<file path="src/design/bps_pkg.sv">
`timescale 1ns / 1ps
// ----------------------------------------------------------------------------
// Byte pattern search package
// Shared types and constants for the byte pattern search block.
// ----------------------------------------------------------------------------
package bps_pkg;

    // Pattern register layout is fixed: two 64-bit words of bytes.
    localparam int PATTERN_BYTES = 16;
    localparam int LEN_WIDTH     = 5;
    localparam int RESULT_WIDTH  = 32;
    localparam int APB_DATA      = 64;
    localparam int APB_ADDR      = 5;

    // Depth of the queue between the front and back stages.
    localparam int QUEUE_DEPTH   = 2;

    typedef enum logic [1:0] {
        REG_PAT_LO  = 2'd0,
        REG_PAT_HI  = 2'd1,
        REG_PAT_LEN = 2'd2
    } t_reg_idx;

    typedef struct packed {
        logic [63:0]          pat_lo;
        logic [63:0]          pat_hi;
        logic [LEN_WIDTH-1:0] len;
    } t_cfg;

endpackage

</file>
<file path="src/design/bps_back.sv">
`timescale 1ns / 1ps
// ----------------------------------------------------------------------------
// Byte pattern search back end
// Keeps the leftmost hit of the buffer and issues the result on its last byte.
// ----------------------------------------------------------------------------
module bps_back import bps_pkg::*; #(
    parameter int OFFSET_WIDTH = 32
) (
    input  logic                    i_clk,
    input  logic                    i_rst_n,
    input  logic                    i_q_valid,
    input  logic [OFFSET_WIDTH+1:0] i_q_data,
    output logic                    o_q_pop,
    output logic                    o_valid,
    input  logic                    i_ready,
    output logic                    o_found,
    output logic [RESULT_WIDTH-1:0] o_match_offset
);

    logic                    w_last, w_hit;
    logic [OFFSET_WIDTH-1:0] w_offset;
    logic                    r_seen;
    logic [OFFSET_WIDTH-1:0] r_first;
    logic                    r_out_valid;
    logic                    r_found;
    logic [RESULT_WIDTH-1:0] r_match_offset;
    logic                    w_out_free;
    logic                    w_found;
    logic [OFFSET_WIDTH-1:0] w_sel_offset;

    assign {w_last, w_hit, w_offset} = i_q_data;

    assign w_out_free = !r_out_valid || i_ready;
    // hold a last-byte entry until the output register can take the result
    assign o_q_pop    = i_q_valid && (!w_last || w_out_free);

    assign w_found      = r_seen || w_hit;
    assign w_sel_offset = r_seen ? r_first : (w_hit ? w_offset : '0);

    always_ff @(posedge i_clk) begin
        if (!i_rst_n) begin
            r_seen  <= 1'b0;
            r_first <= '0;
        end else if (o_q_pop) begin
            if (w_last) begin
                r_seen  <= 1'b0;
                r_first <= '0;
            end else if (!r_seen && w_hit) begin
                r_seen  <= 1'b1;
                r_first <= w_offset;
            end
        end
    end

    always_ff @(posedge i_clk) begin
        if (!i_rst_n) begin
            r_out_valid <= 1'b0;
        end else if (o_q_pop && w_last) begin
            r_out_valid <= 1'b1;
        end else if (i_ready) begin
            r_out_valid <= 1'b0;
        end
    end

    always_ff @(posedge i_clk) begin
        if (o_q_pop && w_last) begin
            r_found        <= w_found;
            r_match_offset <= RESULT_WIDTH'(w_sel_offset);
        end
    end

    assign o_valid        = r_out_valid;
    assign o_found        = r_found;
    assign o_match_offset = r_match_offset;

endmodule

</file>
<file path="config.mk">
export PLATFORM = sky130hd
export DESIGN_NAME = bps_back
export DESIGN_NICKNAME = d
export VERILOG_FILES = /design/src/design/bps_pkg.sv /design/src/design/bps_back.sv
export SDC_FILE = /design/constraint.sdc
export NUM_CORES = 1
export LEC_CHECK = 0
export BUFFER_PORTS_ARGS = -buffer_cell sky130_fd_sc_hd__buf_4
export CAP_MARGIN = 20
export CELL_PAD_IN_SITES_DETAIL_PLACEMENT = 1
export CELL_PAD_IN_SITES_GLOBAL_PLACEMENT = 2
export CORE_MARGIN = 2
export CORE_UTILIZATION = 32
export CTS_CLUSTER_DIAMETER = 120
export CTS_CLUSTER_SIZE = 28
export DETAILED_ROUTE_END_ITERATION = 8
export PLACE_DENSITY = 0.74
export SETUP_SLACK_MARGIN = 0.5
export SYNTH_ARGS = -nofsm -noshare
export SYNTH_HDL_FRONTEND = slang
export SYNTH_SLANG_ARGS = --single-unit
</file>
<file path="constraint.sdc">
create_clock -name i_clk -period 3.3 [get_ports i_clk]
set_clock_uncertainty 0.15 [all_clocks]
set_input_delay 0.495 -clock i_clk [delete_from_list [all_inputs] [get_ports i_clk]]
set_output_delay 0.495 -clock i_clk [all_outputs]
set_load 0.03 [all_outputs]
</file>
==> out/qor.yml, run 1 <==
outcome:
  status: "completed"
clock_tree:
  numCtsBuffers: 9
  root_buffer: "clkbuf_8"
  cts.hold.buffers_added: 0
  htree_levels: 3
  worstSkewPairLatency_ns: 0.33
  post_cts_buffers: 0
  clock_sinks: 67
  clkSlewWorstSetupHoldPaths_ns: 0.07
  cts_tree: "yes"
  ctsLongestPathBuffers: 2
  cts_resized: 0
floorplanning:
  die-area_sq_mm: 0.00889
  coreArea_sq_mm: 0.00781
  rows: 32
  die_y_um: 94.3
  initial_core_util_pct: 33.4
  fp.dieW_um: 94.3
  ioPinCount: 73
pwr:
  p_switching_uw: 445
  vdd_drop_max_v: 0.000199
  clkPwrFrac_pct: 39.6
  pwr-share-seq_pct: 49.5
  power_mw: 1.86
  power_frac_comb_pct: 11.0
  p_per_area_mw_per_mm2: 542
  p_leak_nw: 1.38
  swShare_pct: 23.9
  internal_power_mw: 1.42
routing:
  postRouteAntennaNets: 0
  drt_iter0_drc: 96
  wl_per_cell_um: 14.9
  drt-pass1-iter-count: 4
  drc: 0
  routed_wl_um: 5930
  num_vias: 1899
  viasPerCell: 4.76
global_routing:
  grt_pass1_vias: 1955
  grt_max_degree: 66
  gr-usage-all-layers_pct: 14.3
  antenna_found_initial: 0
  grt-ovfl-total: 0
  grt_pass1_wl_um: 9660
timing:
  tightest_slew_ns: 0.648
  maxSlewHeadroom_pct: 56.8
  slew_viol_final: 0
  timing.fmax_mhz: 512
  post-route-period-util_pct: 59.2
  hold_viol_final: 0
  fin_crit_ns: 1.95
  fin_tns_setup_ns: 0
  setup_viol_count_final: 0
  rsz0062_at_grt: "false"
yosys:
  synthTopCellsByArea: "edfxtp_1 38%, dfxtp_1 26%, a22o_2 11%"
  ys_warn_count: 0
  syn_nets: 260
  ys_ff_latch: 67
  syn_inst: 222
  avgSynthCellArea_sq_um: 11.7
  synth-main-ff-cell: "dfxtp_1"
  synth_common_cells: "59 x nand2_1, 34 x dfxtp_1, 33 x edfxtp_1"
  ys_seq_area_share_pct: 64.1
  yosysTopAreaCell: "edfxtp_1"
  synth.top_cell.area_share_pct: 38.0
  yosysMostFrequentCell: "nand2_1"
  synth_cell_types: 20
  synth-edff-count: 33
  syn-cell-area_sq_mm: 0.00261
  synthArstFlopShare_pct: 0
final_layout:
  drive_above_1_share_pct: 42.1
  syn_to_final_growth_pct: 31.7
  antenna_cells: 0
  final_net_count: 330
critical_path:
  critPathMaxFanout: 33
  critPathArrivalTime_ns: 2.08
  cp-end-kind: "register"
  critPathLaunchType: "primary input"
  required_ns: 3.43
  worst-setup-path-type: "in2reg"
placed_design:
  place.gp.congestion: 0.660
  numPortBuffers: 72
  dp_hpwl_um: 3830
worst_hold_path:
  hold_path.class: "in2reg"
run:
  drv_cap: 0
==> through the flow <==
step                util, %  instance area (sq um)  std cells  setup slack, ns  hold WS [ns]
finish                 44.0                   3430        399             1.35         0.240
global route           44.0                   3430        399             1.24         0.234
CTS                    44.0                   3430        399             1.35         0.232
detailed placement     41.2                   3220        383             1.01         0.310
global placement       41.2                   3220        383             1.02         0.307
floorplan                 -                   2610        222             1.11         0.292
==> cells in the final DEF, fill, tap and decap left out <==
cell type	n
a21boi_0	1
nand2_1	59
buf_12	1
inv_1	2
clkbuf_8	9
or2_2	1
clkinv_2	3
edfxtp_1	33
nor2b_1	1
clkinv_4	2
bufinv_16	2
dfxtp_1	33
buf_4	75
o21ai_0	29
nor2b_4	1
a21oi_1	2
dfxtp_2	1
a22o_1	7
o21a_1	2
and2_1	1
and4bb_4	1
nor2_1	1
a311oi_4	1
nand2b_1	1
a22o_2	28
==> layout make-up <==
class	count	area, sq um
clock buffer	9	124
fill	881	4370
timing repair buffer	76	583
sequential	67	1670
inverter	2	7.51
tap	102	128
clock inverter	7	92.6
multi-input combinational	136	826
==> worst max-delay path, cell delays in order <==
cell	delay (ns)
buf_4	0.31
and4bb_4	0.31
and2_1	0.55
buf_12	0.24
a22o_2	0.15
==> routing by layer <==
layer / global-route usage (%) / routed length (um)
met5: 0 / 0
met4: 6.88 / 107
met3: 2.89 / 284
met2: 23.6 / 2960
met1: 17.8 / 2580
==> state kept, by name, summed over array words and instances (netlist names) <==
signal	cells
r_first	32
o_found	1
r_seen	1
o_valid	1
o_match_offset	32
==> power by group through the flow <==
stage | logic (mW) | clock network, mW | registers, mW
2_1_floorplan | 0.0768 | 0 | 0.978
3_3_place_gp | 0.206 | 0 | 0.939
3_5_place_dp | 0.208 | 0 | 0.940
4_1_cts | 0.208 | 0.757 | 0.921
5_1_grt | 0.223 | 0.794 | 0.924
6_report | 0.204 | 0.737 | 0.921
==> kinds of logic after synthesis <==
family	synth area share (%)
AOI/OAI and AO/OA	20.9
buffers and inverters	4.51
DFF	64.1
and+or+nand+nor	10.5
==> worst paths after layout <==
path	start	endpoint	slack, ns	cells after the start
hold / removal	i_q_data[22]	r_first[22]	0.24	2
setup reg to reg	r_seen	r_first[11]	1.51	4
setup / recovery	i_q_data[32]	r_first[11]	1.35	5
hold reg to reg	r_first[16]	r_first[16]	0.33	1
Power figures use the tool's default switching activity.
==> inputs of run 2 (changes only) <==
- CORE_UTILIZATION: 32 -> 29
- PLACE_DENSITY: 0.74 -> 0.71
- clock period: 3.3 -> 1.6 ns (I/O delays scaled with it)
==> run 2 against run 1 <==
Against the previous run: die area rose by 9.9%; power rose by 130%; sequential share of layout area fell by 14 points; worst setup slack got worse by 1.3 ns; utilization rose by 12 points; via count rose by 19%; critical path type is now reg2reg; critical endpoint is now r_first[30]; highest routed layer unchanged.
==> out/qor.yml, run 2 (same netlist as run 1, synthesis figures left out) <==
routing:
  drt_iter0_drc: 111
  drt-pass1-iter-count: 4
  postRouteAntennaNets: 0
  num_vias: 2266
  viasPerCell: 4.82
  routed_wl_um: 9030
  wl_per_cell_um: 19.2
  drc: 0
final_layout:
  final_net_count: 395
  fillers: 878
  layout_commonest_cell: "buf_6"
  final_cell_mix: "44 x buf_6, 40 x buf_4, 34 x nand2_1"
  antenna_cells: 0
  syn_to_final_growth_pct: 87.1
  drive_above_1_share_pct: 58.8
timing:
  whs_ns: 0.0118
  tightest_slew_ns: 0.267
  fin_crit_ns: 1.53
  fin_tns_setup_ns: 0
  slew_viol_final: 0
  hold_viol_final: 0
  timing.fmax_mhz: 655
  setup_viol_count_final: 0
  setup_ws_ns: 0.0725
  rsz0062_at_grt: "true"
  post-route-period-util_pct: 95.5
  maxSlewHeadroom_pct: 82.2
placed_design:
  pre_cts_ws_ns: 0.101
  numPortBuffers: 72
  place.gp.congestion: 0.670
  dp_hpwl_um: 3860
clock_tree:
  clkSlewWorstSetupHoldPaths_ns: 0.07
  clock_sinks: 67
  cts_tree: "yes"
  root_buffer: "clkbuf_8"
  htree_levels: 3
  ctsLongestPathBuffers: 2
  worstSkewPairLatency_ns: 0.33
  numCtsBuffers: 9
critical_path:
  slowest_delay_ns: 0.36
  critPathMaxFanout: 16
  critPathArrivalTime_ns: 1.61
  critPathLaunchType: "register"
  cp-end-kind: "register"
  crit_family: "simple AND/OR/NAND/NOR gates"
  required_ns: 1.68
  path_cells: "and4bb_4 > a311oi_4 > buf_4 > buf_12 > a22o_2"
  cp.buffers_inverters: 2
  worst-setup-path-type: "reg2reg"
  crit_path_top_delay_cell: "and4bb_4"
global_routing:
  antenna_found_initial: 0
  grt_pass1_vias: 2423
  grt-ovfl-total: 0
  grt_max_degree: 33
  gr-usage-all-layers_pct: 18.6
  grt_pass1_wl_um: 13700
floorplanning:
  initial_core_util_pct: 29.9
  coreArea_sq_mm: 0.00872
  fp.dieW_um: 98.8
  die-area_sq_mm: 0.00977
  die_y_um: 98.8
  ioPinCount: 73
  rows: 34
pwr:
  p_per_area_mw_per_mm2: 892
  vdd_drop_max_v: 0.000457
  p_leak_nw: 2.20
  power_mw: 4.35
worst_hold_path:
  hold_path.class: "in2reg"
outcome:
  status: "completed"
run:
  drv_cap: 0
[run 2: path summary, 6_finish.rpt]
path         startpoint  slack (ns)  depth (start not counted)          end
max              r_seen        0.07                          5  r_first[30]
min             i_rst_n        0.01                          2       r_seen
max reg2reg      r_seen        0.07                          5  r_first[30]
min reg2reg  r_first[6]        0.34                          1   r_first[6]
[run 2: metal layers]
| metal | track usage [%] | up-vias | part of all wire, % |
|---|---|---|---|
| met5 | 0 | - | 0 |
| met3 | 2.34 | 10 | 2.5 |
| met4 | 6.32 | 0 | 1.3 |
| met1 | 23.7 | 1132 | 43 |
| met2 | 32.4 | 49 | 54 |
| li1 | - | 1075 | - |
[run 2: worst reg2reg max path, cell delays in order, from the launching register on]
cell      delay [ns]
dfxtp_2         0.33
and4bb_4        0.36
a311oi_4        0.05
buf_4           0.16
buf_12          0.15
a22o_2          0.23
[run 2: final cells by class]
type	count	area, sq um	share of cell area [%]
Sequential cell	67	1680	34.4
Timing Repair Buffer	139	1640	33.7
Multi-Input combinational cell	138	1190	24.4
Clock buffer	10	138	2.82
Tap cell	108	135	2.77
Clock inverter	6	88.8	1.82
Inverter	2	7.51	0.154
[run 2: per-stage QoR]
stage	utilization [%]	std cells	area (sq um)
finish	55.9	470	4880
global route	55.9	470	4880
CTS	52.0	466	4530
detailed placement	37.8	391	3300
global placement	37.8	391	3300
floorplan	-	222	2710
[run 2: where the power goes]
group	switching, mW	internal, mW
clock network	0.691	0.920
logic	0.378	0.446
registers	0.0435	1.88
total	1.11	3.24
[run 2: what timing repair did]
| action | 4_1_cts | 5_1_grt |
|---|---|---|
| pin swaps | 12 | 16 |
| resized for setup | 82 | 66 |
| hold buffers | 31 | 0 |
| setup endpoints to repair | 134 | 134 |
| cloned | 12 | 0 |
| setup buffers | 16 | 4 |
| hold endpoints to repair | 31 | 0 |
