File: config.mk
export PLATFORM = sky130hd
export DESIGN_NAME = bps_cfg
export DESIGN_NICKNAME = d
export VERILOG_FILES = /design/src/design/bps_pkg.sv /design/src/design/bps_cfg.sv
export SDC_FILE = /design/constraint.sdc
export NUM_CORES = 1
export LEC_CHECK = 0
export BUFFER_PORTS_ARGS = -buffer_cell sky130_fd_sc_hd__buf_2
export CAP_MARGIN = 10
export CORE_AREA = 2 2 173 107
export CTS_CLUSTER_SIZE = 28
export DETAILED_ROUTE_END_ITERATION = 8
export DIE_AREA = 0 0 175 109
export GPL_TIMING_DRIVEN = 0
export PLACE_DENSITY_LB_ADDON = 0.25
export RECOVER_POWER = 50
export SLEW_MARGIN = 15
export SYNTH_ARGS = -nofsm -noshare
export SYNTH_HDL_FRONTEND = slang
export SYNTH_SLANG_ARGS = --single-unit
File: constraint.sdc
create_clock -name i_clk -period 1.62 [get_ports i_clk]
set_input_delay 0.324 -clock i_clk [delete_from_list [all_inputs] [get_ports i_clk]]
set_output_delay 0.324 -clock i_clk [all_outputs]
set_load 0.02 [all_outputs]
File: src/design/bps_pkg.sv
`timescale 1ns / 1ps
// ----------------------------------------------------------------------------
// Byte pattern search package
// Shared types and constants for the byte pattern search block.
// ----------------------------------------------------------------------------
package bps_pkg;

    // Pattern register layout is fixed: two 64-bit words of bytes.
    localparam int PATTERN_BYTES = 16;
    localparam int LEN_WIDTH     = 5;
    localparam int RESULT_WIDTH  = 32;
    localparam int APB_DATA      = 64;
    localparam int APB_ADDR      = 5;

    // Depth of the queue between the front and back stages.
    localparam int QUEUE_DEPTH   = 2;

    typedef enum logic [1:0] {
        REG_PAT_LO  = 2'd0,
        REG_PAT_HI  = 2'd1,
        REG_PAT_LEN = 2'd2
    } t_reg_idx;

    typedef struct packed {
        logic [63:0]          pat_lo;
        logic [63:0]          pat_hi;
        logic [LEN_WIDTH-1:0] len;
    } t_cfg;

endpackage

File: src/design/bps_cfg.sv
`timescale 1ns / 1ps
// ----------------------------------------------------------------------------
// Byte pattern search configuration registers
// APB register file holding the pattern bytes and the pattern length.
// ----------------------------------------------------------------------------
module bps_cfg import bps_pkg::*; (
    input  logic                i_clk,
    input  logic                i_rst_n,
    input  logic                psel,
    input  logic                penable,
    input  logic                pwrite,
    input  logic [APB_ADDR-1:0] paddr,
    input  logic [APB_DATA-1:0] pwdata,
    output logic [APB_DATA-1:0] prdata,
    output logic                pready,
    output t_cfg                o_cfg
);

    t_cfg     r_cfg;
    t_reg_idx w_idx;
    logic     w_wr;

    assign pready = 1'b1;
    assign w_idx  = t_reg_idx'(paddr[APB_ADDR-1:3]);
    assign w_wr   = psel & penable & pwrite;

    always_ff @(posedge i_clk) begin
        if (!i_rst_n) begin
            r_cfg <= '0;
        end else if (w_wr) begin
            case (w_idx)
                REG_PAT_LO:  r_cfg.pat_lo <= pwdata;
                REG_PAT_HI:  r_cfg.pat_hi <= pwdata;
                REG_PAT_LEN: r_cfg.len    <= pwdata[LEN_WIDTH-1:0];
                default: ;
            endcase
        end
    end

    always_comb begin
        case (w_idx)
            REG_PAT_LO:  prdata = r_cfg.pat_lo;
            REG_PAT_HI:  prdata = r_cfg.pat_hi;
            REG_PAT_LEN: prdata = APB_DATA'(r_cfg.len);
            default:     prdata = '0;
        endcase
    end

    assign o_cfg = r_cfg;

endmodule

==> results of run 1 <==
==> power by group through the flow <==
stage / combinational (mW) / clock [mW] / sequential [mW]
floorplan: 0.349 / 0 / 3.47
finish: 0.773 / 3.68 / 3.35
CTS: 0.717 / 3.76 / 3.35
global placement: 0.674 / 0 / 3.42
detailed placement: 0.679 / 0 / 3.42
global route: 0.829 / 3.91 / 3.36
==> cells in the mapped netlist <==
cell      instances
buf_12            6
buf_2            14
buf_4             7
buf_6             1
clkbuf_1         24
conb_1            1
dfxtp_1         133
mux2i_1         197
nand2_1         202
nand3_2           1
nor2_1           59
nor2b_1           1
nor3_1            1
nor3b_2           1
o21ai_0           5
or3b_1            1
==> what timing repair did <==
item,in CTS,in global routing
gates cloned,0,6
buffers inserted,1,0
resized for setup,42,31
pin swaps,0,0
setup endpoints to repair,64,46
==> worst max-delay path, stage by stage <==
cell and delay [ps]:
buf_2 130, clkbuf_4 210, buf_4 210, o21ai_1 180
buf_2 200
==> logic make-up (layout without fill, tap and decap cells) <==
| kind of cell | after synthesis | in the layout |
|---|---|---|
| AOI/OAI and AO/OA | 5 | 5 |
| other | 1 | 1 |
| buffers and inverters | 52 | 356 |
| DFF | 133 | 133 |
| and+or+nand+nor | 266 | 266 |
| muxes | 197 | 197 |
==> per-stage QoR <==
step                      hold slack (ps)  cells  setup WS, ps
after floorplan                     485.5    654         11.35
after global placement              456.7   1159        -793.8
after detailed placement            464.1   1159        -803.8
after CTS                           163.2   1192        0.9600
after global routing                166.5   1198        -2.142
final                               177.9   1198         29.14
==> routing by layer <==
metal  vias up  part of all wire [%]  wire (um)
met4         0                  0.52        113
met2       188                    44       9417
li1       2754                     -          -
met3        12                   6.2       1347
met5         -                     0          0
met1      2657                    50      10750
==> cell type report <==
cell class                 instances  share of cell area (%)
clock inverter                    13                   1.452
multi-input combinational        469                   37.75
clock buffer                      19                   5.025
sequential                       133                   30.91
buffer                            52                   5.592
tap                              240                   3.486
timing repair buffer             272                   15.79
==> how the worst max path moves through the flow <==
stage | end | cells after the start | start
3_5_place_dp | prdata[5] | 5 | paddr[4]
3_3_place_gp | prdata[47] | 5 | paddr[4]
2_1_floorplan | prdata[3] | 4 | paddr[3]
4_1_cts | prdata[26] | 6 | paddr[3]
6_report | prdata[3] | 5 | paddr[4]
5_1_grt | prdata[17] | 5 | paddr[4]
==> impl_metrics.yaml, run 1 <==
worst_setup_path:
  crit_type: "in -> out"
  cp_max_fo: 10
  r2r-end: "o_cfg[114]"
  arrival_ps: 1270
  reg2reg_depth: 2
  worstPathRequired_ps: 1300
  cp-start-kind: "input port"
  r2r_slack_ps: 890
  worstReg2RegStart: "o_cfg[114]"
  endpoint_kind: "output port"
global_route:
  grt_busiest_layer: "met2"
  use_met2_pct: 34.02
  grt_pass1_vias: 5317
  gr-usage-all-layers_pct: 21.67
  met3_usage_pct: 6.346
  grt_max_degree: 17
  grt-ovfl-total: 0
  antenna_found_initial: 0
  grt.met1_usage_pct: 29.78
  grt_first_pass_wirelength_um: 31020
timing:
  fin_tns_setup_ps: 0
  fin_crit_ps: 1591
  drv_slew: 0
  fin_skew_ps: 0
  tightest_slew_ps: 742.1
  finalHoldViolCount: 0
  finalSetupViolCount: 0
  fin_crit_sh_pct: 98.20
  fmax_mhz: 628.6
  maxSlewHeadroom_pct: 50.53
  rsz0062_at_grt: "yes"
clock_tree:
  clockBufferDepth: 2
  cts-root-buf: "clkbuf_16"
  cts_inserted_buffers: 17
  cts_tree: "built"
  cts.hold.buffers_added: 0
  clkTransAtPathRegs_ps: 60
  clock_latency_ps: 400
  htreeDepth: 4
  clock-sinks: 133
min_path:
  min_to: "o_cfg[91]"
  hold_depth: 3
  hp-start: "pwdata[22]"
  hold_class: "in -> reg"
drt:
  num_vias: 5611
  drc_errors: 0
  final_antenna_net_count: 0
  firstDrtPassIters: 4
  viasPerCell: 4.684
  drt-total-wl_um: 21620
  drt-wirelength-per-cell_um: 18.05
  dr.first_iter.drc_count: 258
layout:
  layout.nets: 1019
  finish.instance_area_mm2: 0.008615
  final_common_cell: "nand2_1"
  fill_cells: 1767
  antennaDiodeCount: 0
  drive_gt1_share_pct: 31.21
  largest_reg_flops: 133
  mostFrequentLayoutCells: "nand2_1 (202), mux2i_1 (184), buf_2 (166), dfxtp_1 (133), clkbuf_1 (123)"
  final_util_pct: 48.84
  syn_to_final_growth_pct: 42.87
  ff_latch_area_mm2: 0.002663
  multi_input_area_mm2: 0.003252
power:
  clockPowerShare_pct: 47.1
  comb_power_share_pct: 9.9
  total_power_mw: 7.806
  intPower_mw: 5.750
  pwr_density_cell_mw_per_mm2: 906.2
  power.switching_mw: 2.057
  max-vdd-ir-drop_uv: 550.7
  swShare_pct: 26.35
  seqPwrFrac_pct: 43.0
  p_leak_nw: 4.022
job:
  maxCapViolations: 0
floorplan:
  die_x_um: 175
  die_area_mm2: 0.01908
  start_util_pct: 34.18
  rows: 38
  io_pins: 272
  die_h_um: 109
  core_area_mm2: 0.01764
synth:
  synthMuxAreaShare_pct: 32.70
  yosysTopAreaCellShare_pct: 44.16
  synth-seq-area-share_pct: 44.16
  synth_xor_area_share_pct: 0
  synth_area_mm2: 0.006030
  yosys_warnings: 0
  synth_seq_cells: 133
  synthCells: 654
  syn_area_per_cell_um2: 9.219
  synthSimpleGateAreaFrac_pct: 16.95
  synth_top_family_by_area: "multiplexers"
  synth_area_leaders: "dfxtp_1 (44%), mux2i_1 (33%), nand2_1 (13%)"
  synth-compound-area-share_pct: 0.4150
  synth_fp_nets: 728
  ys_types: 16
  synthAdderAreaFrac_pct: 0
  yosys.area.top_type: "dfxtp_1"
placement:
  post-dp-hpwl_um: 15320
  place_area_mm2: 0.007781
  portBuffers: 265
  routabilityCongestion: 0.7842
outcome:
  status: "finished clean"
Power figures use the tool's default switching activity.
==> inputs of run 2 (changes only) <==
BUFFER_PORTS_ARGS = -buffer_cell sky130_fd_sc_hd__clkbuf_2   (was -buffer_cell sky130_fd_sc_hd__buf_2)
==> run 2 against run 1 <==
Effect of this change: core utilization down 0.90 points; flip-flop and latch count unchanged; clock skew unchanged; largest power group unchanged; critical path type unchanged; sequential power about the same; highest routed layer unchanged; critical endpoint unchanged.
==> impl_metrics.yaml, run 2 (synthesis results as in run 1) <==
layout:
  finish.instance_area_mm2: 0.008456
  final_common_cell: "nand2_1"
  antennaDiodeCount: 0
  syn_to_final_growth_pct: 40.24
  stdcell_count: 1195
  largest_reg_flops: 133
  mostFrequentLayoutCells: "nand2_1 (202), mux2i_1 (189), clkbuf_2 (162), dfxtp_1 (133), clkbuf_1 (120)"
  layout.nets: 1016
  drive_gt1_share_pct: 30.79
clock_tree:
  cts_inserted_buffers: 17
  clock_latency_ps: 410
  cts.hold.buffers_added: 0
  cts-root-buf: "clkbuf_16"
  cts_tree: "built"
  htreeDepth: 4
  clockBufferDepth: 2
  clkTransAtPathRegs_ps: 60
  clock-sinks: 133
floorplan:
  die_x_um: 175
  io_pins: 272
  start_util_pct: 34.18
  die_h_um: 109
  core_area_mm2: 0.01764
  die_area_mm2: 0.01908
  rows: 38
global_route:
  antenna_found_initial: 0
  grt_first_pass_wirelength_um: 30540
  grt-ovfl-total: 0
  grt_max_degree: 17
  gr-usage-all-layers_pct: 21.21
  grt_pass1_vias: 5253
worst_setup_path:
  crit_type: "in -> out"
  worstPathRequired_ps: 1300
  critPathMaxStageDelay_ps: 200
  path_delay_family: "buffers and inverters"
  arrival_ps: 1260
  crit_path_frequent_cell: "buf_4"
  reg2reg_depth: 2
  worstReg2RegStart: "o_cfg[108]"
  r2r-end: "o_cfg[108]"
  r2r_slack_ps: 940
  cp_num_buf_inv: 4
  endpoint_kind: "output port"
  crit_chain: "clkbuf_2 > buf_4 > buf_4 > o21ai_1 > clkbuf_4"
  cp_max_fo: 10
  critPathSlowestCell: "buf_4"
  cp-start-kind: "input port"
timing:
  fin_crit_ps: 1584
  tightest_slew_ps: 653.3
  fmax_mhz: 631.4
  fin_skew_ps: 0
  finalHoldViolCount: 0
  maxSlewHeadroom_pct: 56.44
  holdWs_ps: 155.2
  fin_crit_sh_pct: 97.77
  rsz0062_at_grt: "no"
  fin_ws_ps: 36.13
  drv_slew: 0
  finalSetupViolCount: 0
power:
  max-vdd-ir-drop_uv: 549.3
  seqPwrFrac_pct: 43.9
  p_leak_nw: 3.921
  power.switching_mw: 2.018
  swShare_pct: 26.43
  clockPowerShare_pct: 46.4
  comb_power_share_pct: 9.7
  total_power_mw: 7.635
  pwr_density_cell_mw_per_mm2: 903.0
  intPower_mw: 5.617
outcome:
  status: "finished clean"
placement:
  portBuffers: 265
  dp_cells: 1159
  post-place-ws_ps: -841.4
  place_area_mm2: 0.007781
  routabilityCongestion: 0.7738
  post-dp-hpwl_um: 15210
min_path:
  hp-start: "pwdata[47]"
  min_to: "o_cfg[52]"
  hold_depth: 3
  hold_class: "in -> reg"
drt:
  firstDrtPassIters: 4
  viasPerCell: 4.640
  drt-wirelength-per-cell_um: 17.65
  dr.first_iter.drc_count: 304
  drc_errors: 0
  drt-total-wl_um: 21090
  num_vias: 5545
  final_antenna_net_count: 0
job:
  maxCapViolations: 0
[run 2: how the worst max path moves through the flow]
stage              from          to  slack, ps  depth (start not counted)
2_1_floorplan  paddr[3]   prdata[3]         10                          4
3_3_place_gp   paddr[4]  prdata[47]       -810                          5
3_5_place_dp   paddr[4]  prdata[47]       -840                          5
4_1_cts        paddr[4]  prdata[47]        -10                          5
5_1_grt        paddr[3]  prdata[38]          2                          6
6_report       paddr[4]   prdata[3]         40                          5
[run 2: tightest hold or removal path: stages]
cell,delay [ps]
clkbuf_2,80
nand2_1,60
mux2i_1,60
[run 2: repair_timing]
action                     4_1_cts  5_1_grt
buffers inserted                 1        0
gates resized for setup         43       24
setup endpoints to repair       64       50
gates cloned                     0        3
[run 2: power by group through the flow]
stage / clock network, mW / registers, mW / logic [mW]
after floorplan: 0 / 3.47 / 0.349
after global placement: 0 / 3.42 / 0.674
after detailed placement: 0 / 3.42 / 0.679
after CTS: 3.65 / 3.35 / 0.719
after global routing: 3.79 / 3.36 / 0.795
final: 3.54 / 3.35 / 0.739
[run 2: stage by stage]
stage                     TNS (ps)  util [%]
after CTS                   -53.11     47.96
after global routing             0     47.94
after floorplan                  0         -
final                            0     47.94
after global placement      -57140     44.11
after detailed placement    -60430     44.11
[run 2: cell type report]
| type | instances | area, um^2 |
|---|---|---|
| sequential | 133 | 2663 |
| multi-input combinational | 469 | 3194 |
| fill | 1760 | 9184 |
| clock inverter | 12 | 97.59 |
| buffer | 52 | 466.7 |
| clock buffer | 20 | 446.7 |
| tap | 240 | 300.3 |
| timing repair buffer | 269 | 1287 |
[run 2: metal layers]
layer	track usage (%)	routed length, um	up-vias
li1	-	-	2745
met4	3.393	59	0
met1	30.01	10540	2618
met3	5.962	1330	4
met5	0	0	-
met2	32.69	9157	178
