## src/design/bps_pkg.sv

```systemverilog
`timescale 1ns / 1ps
// ----------------------------------------------------------------------------
// Byte pattern search package
// Shared types and constants for the byte pattern search block.
// ----------------------------------------------------------------------------
package bps_pkg;

    // Pattern register layout is fixed: two 64-bit words of bytes.
    localparam int PATTERN_BYTES = 16;
    localparam int LEN_WIDTH     = 5;
    localparam int RESULT_WIDTH  = 32;
    localparam int APB_DATA      = 64;
    localparam int APB_ADDR      = 5;

    // Depth of the queue between the front and back stages.
    localparam int QUEUE_DEPTH   = 2;

    typedef enum logic [1:0] {
        REG_PAT_LO  = 2'd0,
        REG_PAT_HI  = 2'd1,
        REG_PAT_LEN = 2'd2
    } t_reg_idx;

    typedef struct packed {
        logic [63:0]          pat_lo;
        logic [63:0]          pat_hi;
        logic [LEN_WIDTH-1:0] len;
    } t_cfg;

endpackage

```

## src/design/bps_queue.sv

```systemverilog
`timescale 1ns / 1ps
// ----------------------------------------------------------------------------
// Byte pattern search queue
// Small register FIFO between the classifying front and the result back end.
// ----------------------------------------------------------------------------
module bps_queue import bps_pkg::*; #(
    parameter int WIDTH = 34
) (
    input  logic             i_clk,
    input  logic             i_rst_n,
    input  logic             i_push,
    input  logic [WIDTH-1:0] i_data,
    output logic             o_ready,
    input  logic             i_pop,
    output logic             o_valid,
    output logic [WIDTH-1:0] o_data
);

    localparam int PTR_W = (QUEUE_DEPTH > 1) ? $clog2(QUEUE_DEPTH) : 1;
    localparam int CNT_W = $clog2(QUEUE_DEPTH + 1);

    logic [WIDTH-1:0] r_mem [QUEUE_DEPTH];
    logic [PTR_W-1:0] r_wr_ptr, r_rd_ptr;
    logic [CNT_W-1:0] r_count;

    function automatic logic [PTR_W-1:0] ptr_inc(input logic [PTR_W-1:0] p);
        if (p == PTR_W'(QUEUE_DEPTH - 1)) begin
            return '0;
        end
        return p + 1'b1;
    endfunction

    assign o_ready = (r_count != CNT_W'(QUEUE_DEPTH));
    assign o_valid = (r_count != '0);
    assign o_data  = r_mem[r_rd_ptr];

    always_ff @(posedge i_clk) begin
        if (i_push) begin
            r_mem[r_wr_ptr] <= i_data;
        end
    end

    always_ff @(posedge i_clk) begin
        if (!i_rst_n) begin
            r_wr_ptr <= '0;
            r_rd_ptr <= '0;
            r_count  <= '0;
        end else begin
            if (i_push) begin
                r_wr_ptr <= ptr_inc(r_wr_ptr);
            end
            if (i_pop) begin
                r_rd_ptr <= ptr_inc(r_rd_ptr);
            end
            case ({i_push, i_pop})
                2'b10:   r_count <= r_count + 1'b1;
                2'b01:   r_count <= r_count - 1'b1;
                default: r_count <= r_count;
            endcase
        end
    end

endmodule

```

## config.mk

```make
export PLATFORM = sky130hd
export DESIGN_NAME = bps_queue
export DESIGN_NICKNAME = d
export VERILOG_FILES = /design/src/design/bps_pkg.sv /design/src/design/bps_queue.sv
export SDC_FILE = /design/constraint.sdc
export NUM_CORES = 1
export LEC_CHECK = 0
export BUFFER_PORTS_ARGS = -buffer_cell sky130_fd_sc_hd__buf_2
export CAP_MARGIN = 25
export CORE_ASPECT_RATIO = 2
export CORE_MARGIN = 3
export CORE_UTILIZATION = 55
export CTS_CLUSTER_SIZE = 28
export DETAILED_ROUTE_END_ITERATION = 8
export PLACE_DENSITY = 0.91
export SETUP_SLACK_MARGIN = 0.02
export SYNTH_ARGS = -nofsm -noshare
export SYNTH_HDL_FRONTEND = slang
export SYNTH_SLANG_ARGS = --single-unit
export TNS_END_PERCENT = 30
```

## constraint.sdc

```tcl
create_clock -name i_clk -period 4.6 [get_ports i_clk]
set_input_delay 0.92 -clock i_clk [delete_from_list [all_inputs] [get_ports i_clk]]
set_output_delay 0.92 -clock i_clk [all_outputs]
set_load 0.01 [all_outputs]
```

==> impl_metrics.tcl, run 1 <==
set metrics [dict create \
    worstPathArrival_ns 1.80 \
    synth_flop_cell "edfxtp_1" \
    synth_top_area_cell "edfxtp_1" \
    grt_usage 0.169 \
    final_cell_mix "73 x buf_2, 68 x edfxtp_1, 34 x mux2_1" \
    hpwl_um 3060 \
    synth_area_leaders "edfxtp_1 77%, mux2_1 14%, dfxtp_1 3.8%, and2_1 0.94%, buf_2 0.75%" \
    required_ns 3.68 \
    fillers 326 \
    grt_first_pass_wirelength_um 6560 \
    vias 1376 \
    end_kind "output pin" \
    fin_crit_sh 0.591 \
    drtAntennaViolNets 0 \
    crit_family "flip-flops" \
    drt_wl_total_um 4320 \
    htree_levels 3 \
    synth_edf_count 68 \
    areaGrowthSynthToFinish_pct 23.1 \
    finalSetupViolCount 0 \
    async_flop_share 0 \
    path_clk_slew_ns 0.07 \
    crit_chain "buf_4, mux2_1, buf_2" \
    grt_overflow 0 \
    avgRoutedWirePerCell_um 16.0 \
    slowest_stage "dfxtp_1" \
    nNetsFinal 249 \
    cts_resized 0 \
    die_w_um 55.2 \
    initial_core_util 0.573 \
    fin_worst_skew_ns 0.00393 \
    cts_max_path_buffers 2 \
    min_period_ns 2.72 \
    peakVddDrop_mv 0.318 \
    crit_path_start_kind "flop" \
    hold_class "flop to flop" \
    utilization 0.706 \
    p_leak_nw 1.25 \
    antenna_found_initial 0 \
    syn_area_per_cell_um2 20.8 \
    power-per-cell-area_nw_per_um2 417 \
    worstMarginPinSlew_ns 0.983 \
    drv_slew 0 \
    netlist-cell-type-count 17 \
    grt_pass1_vias 1438 \
    drc 0 \
    die_h_um 104 \
    yosys_warnings 0 \
    dpl.cell_count 254 \
    postCtsSetupBuffers 0 \
    grt_max_degree 36 \
    postCtsHoldBufs 0 \
    drt_iter0_drc 35 \
    postSynthCellCount 128 \
    diodes 0 \
    status "complete, no violations" \
    numCtsBuffers 9 \
    fin_ws_ns 1.88 \
    place.port_buffers 73 \
    dieArea_um2 5760 \
    core-area_um2 4640 \
    fmax_mhz 368 \
    cts_sinks 73 \
    rows 35 \
    fin_tns_setup_ns 0 \
    max_stage_delay_ns 0.55 \
    clock_latency_ns 0.32 \
    cap_violations 0 \
    io_pins 74 \
    gp_congestion 0.682 \
    cts_tree "done" \
    vias_per_cell 5.10 \
    ys_ff_latch 73 \
    syn_nets 167 \
    slew-limit-headroom 0.343 \
    drive_gt1_frac 0.414 \
    cp_max_fo 26 \
    first_pass_iters 5 \
    rsz0062_at_grt "no" \
    critical_path_buf_inv_count 2 \
    post-place-ws_ns 2.19 \
    final_common_cell "buf_2" \
    yosysSeqAreaShare 0.805 \
    final_cell_count_no_fill 270 \
    root_buffer "clkbuf_8" \
    timing_hold_violations_final 0 \
    critPathKind "flop to output pin" \
    synth_area_um2 2660 \
    netlist.area_leader.share 0.767 \
]
-- cell usage after synthesis (2+ instances only) --
cell type and number:
xnor2_1 2, buf_2 4, and2_1 4, mux2_1 34, dfxtp_1 5, edfxtp_1 68
-- cell families after synthesis --
kind of cell | synth area share
and+or+nand+nor | 0.0202
muxes | 0.144
DFF | 0.805
xor gates and xnor gates | 0.00987
buffers and inverters | 0.00893
AOI/OAI and AO/OA | 0.00752
adders and majority gates | 0.00470
-- where the power goes --
group | internal, mW | switching, mW
Sequential | 0.766 | 0.0133
Combinational | 0.0654 | 0.0739
Clock | 0.247 | 0.200
Total | 1.08 | 0.287
-- final cells by class --
class / count / area [um^2] / area share
sequential: 73 / 2140 / 0.654
tap: 55 / 68.8 / 0.0210
clock inverter: 4 / 43.8 / 0.0134
clock buffer: 12 / 135 / 0.0412
inverter: 1 / 3.75 / 0.00115
timing repair buffer: 75 / 380 / 0.116
multi-input combinational: 50 / 503 / 0.153
-- tightest hold or removal path, stage by stage, from the launching register on --
cell	delay [ns]
dfxtp_1	0.34
o21ai_0	0.09
a21boi_1	0.08
-- per-stage QoR --
stage	hold slack (ns)	power, mW	instance area [um^2]
after floorplan	0.466	0.868	2660
after global placement	0.481	0.929	3100
after detailed placement	0.522	0.936	3100
after CTS	0.557	1.38	3280
after global routing	0.564	1.42	3280
final	0.556	1.37	3280
-- layer usage --
layer	wire length, um	vias up	GRT usage	part of all wire
met3	274	5	0.0588	0.063
li1	-	655	-	-
met5	0	-	0	0
met2	2550	55	0.290	0.59
met1	1440	661	0.166	0.33
met4	61	0	0.0835	0.014
-- registers in the layout, summed over array words and instances, names as in the netlist, named ones only --
signal    count
r_mem        68
r_rd_ptr      1
r_wr_ptr      1
r_count       2
-- final timing paths --
kind	startpoint	endpoint	slack, ns	cells after the start
worst min-delay path	r_count[1]	r_count[1]	0.56	2
worst min register to register	r_count[1]	r_count[1]	0.56	2
worst max register to register	r_wr_ptr	r_mem[0][25]	3.09	1
worst max-delay path	flop	o_data[19]	1.88	3
No activity file was read; power rests on OpenSTA's default activity.
==> run 2, diff against run 1 <==
--- a/config.mk
+++ b/config.mk
@@ -9,10 +9,10 @@
 export CAP_MARGIN = 25
 export CORE_ASPECT_RATIO = 2
 export CORE_MARGIN = 3
-export CORE_UTILIZATION = 55
+export CORE_UTILIZATION = 51
 export CTS_CLUSTER_SIZE = 28
 export DETAILED_ROUTE_END_ITERATION = 8
-export PLACE_DENSITY = 0.91
+export PLACE_DENSITY = 0.86
 export SETUP_SLACK_MARGIN = 0.02
 export SYNTH_ARGS = -nofsm -noshare
 export SYNTH_HDL_FRONTEND = slang
==> constraint.sdc (replaced) <==
create_clock -name i_clk -period 2.8 [get_ports i_clk]
set_input_delay 0.56 -clock i_clk [delete_from_list [all_inputs] [get_ports i_clk]]
set_output_delay 0.56 -clock i_clk [all_outputs]
set_load 0.01 [all_outputs]
==> run 2 against run 1 <==
Against the previous run:
- worst hold slack worse by 0.15 ns
- power is 58% higher
- highest routed layer unchanged
- setup slack worse by 1.4 ns
- flip-flop and latch count did not move
- critical path depth stayed put
==> impl_metrics.tcl, run 2 (same netlist as run 1, synthesis figures left out) <==
set metrics [dict create \
    largest_registers "r_mem (68), r_count (2)" \
    fmax_mhz 430 \
    diodes 0 \
    min_period_ns 2.32 \
    fin_tns_setup_ns 0 \
    timing_hold_violations_final 0 \
    drt_iter0_drc 21 \
    antenna_found_initial 0 \
    rsz0062_at_grt "no" \
    grt_max_degree 20 \
    r2r_start "r_wr_ptr" \
    drv_slew 0 \
    seq_area_um2 2140 \
    top_register "r_mem" \
    fin_crit_sh 0.830 \
    power-per-cell-area_nw_per_um2 656 \
    core-area_um2 4950 \
    drt_wl_total_um 4450 \
    cts_resized 0 \
    clock_latency_ns 0.34 \
    critPathKind "flop to output pin" \
    first_pass_iters 4 \
    path_clk_slew_ns 0.07 \
    grt_first_pass_wirelength_um 7050 \
    numCtsBuffers 9 \
    root_buffer "clkbuf_8" \
    required_ns 2.24 \
    vias 1406 \
    fin_worst_skew_ns 0.00679 \
    hpwl_um 3210 \
    drc 0 \
    cap_violations 0 \
    areaGrowthSynthToFinish_pct 23.6 \
    dpl.cell_count 259 \
    final_common_cell "buf_2" \
    final_area_um2 3290 \
    final_cell_count_no_fill 275 \
    peakVddDrop_mv 0.525 \
    end_kind "output pin" \
    dpl_cell_area_um2 3140 \
    cts_tree "done" \
    fillers 376 \
    reg2regPathDepth 2 \
    hold_class "primary input to flop" \
    slew-limit-headroom 0.638 \
    grt_usage 0.161 \
    gp_congestion 0.713 \
    cp_max_fo 15 \
    place.port_buffers 73 \
    worstPathArrival_ns 1.76 \
    postCtsSetupBuffers 0 \
    finalSetupViolCount 0 \
    avgRoutedWirePerCell_um 16.2 \
    p_leak_nw 1.26 \
    multiInputGateArea_um2 503 \
    rrSetupSlack_ns 1.46 \
    drtAntennaViolNets 0 \
    r2r_end "r_mem[0][26]" \
    dieArea_um2 6170 \
    cts_sinks 73 \
    die_h_um 108 \
    grt_pass1_vias 1551 \
    cts_max_path_buffers 2 \
    crit_end "o_data[6]" \
    status "complete, no violations" \
    largest_register_ffs 68 \
    grt_overflow 0 \
    crit_path_start_kind "flop" \
    worstMarginPinSlew_ns 0.542 \
    initial_core_util 0.537 \
    postCtsHoldBufs 0 \
    nNetsFinal 252 \
    die_w_um 57.1 \
    htree_levels 3 \
    vias_per_cell 5.11 \
    drive_gt1_frac 0.417 \
    rows 36 \
    io_pins 74 \
    final_cell_mix "73 x buf_2, 68 x edfxtp_1, 34 x mux2_1" \
]
## run 2: critical path: stages (launching register included)
cell and delay (ns):
dfxtp_1 0.59, buf_4 0.32, mux2_1 0.36, buf_2 0.15
## run 2: layout make-up
cell class	count	area share
Clock inverter	6	0.00761
Timing Repair Buffer	78	0.126
Sequential cell	73	0.651
Clock buffer	10	0.0388
Multi-Input combinational cell	50	0.153
Tap cell	57	0.0217
Inverter	1	0.00114
## run 2: worst min path at each step
stage	slack [ns]	end	cells past startpoint	from
floorplan	0.47	r_count[1]	2	r_count[1]
global placement	0.48	r_count[1]	2	r_count[1]
detailed placement	0.50	r_count[1]	2	r_count[1]
CTS	0.39	r_mem[0][17]	1	i_data[17]
global route	0.38	r_mem[1][27]	1	i_data[27]
finish	0.41	r_mem[1][32]	1	i_data[32]
## run 2: per-layer routing
layer  track usage  vias up  part of all wire
met4        0.0978        0             0.030
met3        0.0729       11             0.079
met2         0.265       49              0.53
met1         0.163      683              0.36
met5             0        -                 0
li1              -      663                 -
## run 2: stage by stage
step	utilization	power [mW]	hold slack [ns]	worst slack, ns
4_1_cts	0.664	2.18	0.388	0.426
5_1_grt	0.664	2.25	0.384	0.361
2_1_floorplan	-	1.43	0.466	0.294
3_3_place_gp	0.633	1.53	0.483	0.844
3_5_place_dp	0.633	1.54	0.500	0.825
6_report	0.664	2.16	0.408	0.475
## run 2: power breakdown
| group | internal (mW) | total [mW] | switching (mW) |
|---|---|---|---|
| combinational | 0.114 | 0.236 | 0.122 |
| sequential | 1.26 | 1.28 | 0.0219 |
| clock | 0.306 | 0.642 | 0.336 |
| total | 1.68 | 2.16 | 0.480 |
==> run 3, diff against run 2 <==
==> constraint.sdc (replaced) <==
create_clock -name i_clk -period 2.2 [get_ports i_clk]
set_input_delay 0.44 -clock i_clk [delete_from_list [all_inputs] [get_ports i_clk]]
set_output_delay 0.44 -clock i_clk [all_outputs]
set_load 0.01 [all_outputs]
==> run 3 against run 2 <==
Against the previous run:
- final area up 1.1%
- largest power group unchanged
- non-clock buffer count increased by 1
- wire length decreased by 5.2%
- die area unchanged
- highest routed layer unchanged
- cell count grew 0.36%
- register-to-register slack lost 0.39 ns
- sequential power rose by 27%
- critical path depth unchanged
==> impl_metrics.tcl, run 3 (same netlist as run 1, synthesis figures left out) <==
set metrics [dict create \
    numCtsBuffers 9 \
    first_pass_iters 4 \
    path_clk_slew_ns 0.07 \
    nNetsFinal 253 \
    cts_sinks 73 \
    hold_class "primary input to flop" \
    antenna_found_initial 0 \
    crit_path_start_kind "flop" \
    drive_gt1_frac 0.443 \
    clock_latency_ns 0.33 \
    final_area_um2 3330 \
    avgRoutedWirePerCell_um 15.3 \
    areaGrowthSynthToFinish_pct 25.0 \
    gp_congestion 0.755 \
    diodes 0 \
    rsz0062_at_grt "no" \
    critical_path_buf_inv_count 2 \
    dieArea_um2 6170 \
    drv_slew 0 \
    worstMarginPinSlew_ns 0.263 \
    drt_wl_total_um 4220 \
    drc 0 \
    rows 36 \
    vias_per_cell 5.00 \
    final_common_cell "buf_2" \
    required_ns 1.76 \
    dpl_cell_area_um2 3130 \
    largest_register_ffs 68 \
    grt_overflow 0 \
    finalSetupViolCount 0 \
    vias 1381 \
    status "complete, no violations" \
    crit_chain "buf_4, mux2_1, buf_2" \
    timing_hold_violations_final 0 \
    worstPathArrival_ns 1.42 \
    slew-limit-headroom 0.825 \
    final_cell_mix "73 x buf_2, 68 x edfxtp_1, 34 x mux2_1" \
    postCtsHoldBufs 0 \
    critPathKind "flop to output pin" \
    initial_core_util 0.537 \
    die_h_um 108 \
    crit_family "buffers and inverters" \
    cts_max_path_buffers 2 \
    fin_ws_ns 0.339 \
    whs_path_depth 1 \
    dpl.cell_count 260 \
    cts_resized 0 \
    fmax_mhz 537 \
    root_buffer "clkbuf_8" \
    p_leak_nw 1.28 \
    drtAntennaViolNets 0 \
    max_stage_delay_ns 0.37 \
    min_period_ns 1.86 \
    cts_tree "done" \
    htree_levels 3 \
    place.port_buffers 73 \
    top_register "r_mem" \
    fin_worst_skew_ns 0.00714 \
    peakVddDrop_mv 0.604 \
    fin_crit_sh 0.846 \
    grt_usage 0.154 \
    grt_max_degree 21 \
    cap_violations 0 \
    die_w_um 57.1 \
    power-per-cell-area_nw_per_um2 874 \
    drt_iter0_drc 37 \
    io_pins 74 \
    core-area_um2 4950 \
    end_kind "output pin" \
    reg2regPathDepth 2 \
    grt_first_pass_wirelength_um 6750 \
    post-place-ws_ns 0.669 \
    slowest_stage "mux2_1" \
    worst-path-stages 3 \
    largest_registers "r_mem (68), r_count (2)" \
    grt_pass1_vias 1422 \
    hpwl_um 3020 \
    final_cell_count_no_fill 276 \
    postCtsSetupBuffers 0 \
    cp_max_fo 17 \
    fin_tns_setup_ns 0 \
]
run 3: changes by cell type in the layout (fill, tap and decap cells not counted), sizes merged:
cell	delta
buf	+1
bufinv	+1
clkinvlp	+1
clkinv	-2
run 3: path summary, 6_finish.rpt:
path / startpoint / to / slack, ns
max: flop / o_data[3] / 0.34
min: i_data[6] / r_mem[0][6] / 0.30
max reg2reg: r_wr_ptr / r_mem[1][13] / 1.07
min reg2reg: r_count[1] / r_count[1] / 0.51
run 3: final cells by class:
type	instances	area [um^2]
clock buffers	10	138
inverters	1	3.75
repair buffers	79	410
multi-input cells	50	503
flip-flops and latches	73	2140
well taps	57	71.3
fillers	384	1630
clock inverters	6	57.6
run 3: through the flow:
stage	hold WS, ns	power, mW	utilization
5_1_grt	0.270	3.04	0.671
3_5_place_dp	0.497	1.96	0.632
4_1_cts	0.270	2.95	0.671
6_report	0.296	2.91	0.671
3_3_place_gp	0.482	1.95	0.632
2_1_floorplan	0.466	1.82	-
run 3: per-layer routing:
layer | share of wire | GRT usage
met1 | 0.34 | 0.151
met2 | 0.56 | 0.264
met3 | 0.064 | 0.0609
met4 | 0.039 | 0.0945
met5 | 0 | 0
run 3: report_power, final:
group	internal [mW]	leakage, nW	total, mW	switching, mW
sequential	1.60	0.680	1.62	0.0204
clock	0.546	0.102	0.983	0.438
combinational	0.144	0.503	0.304	0.160
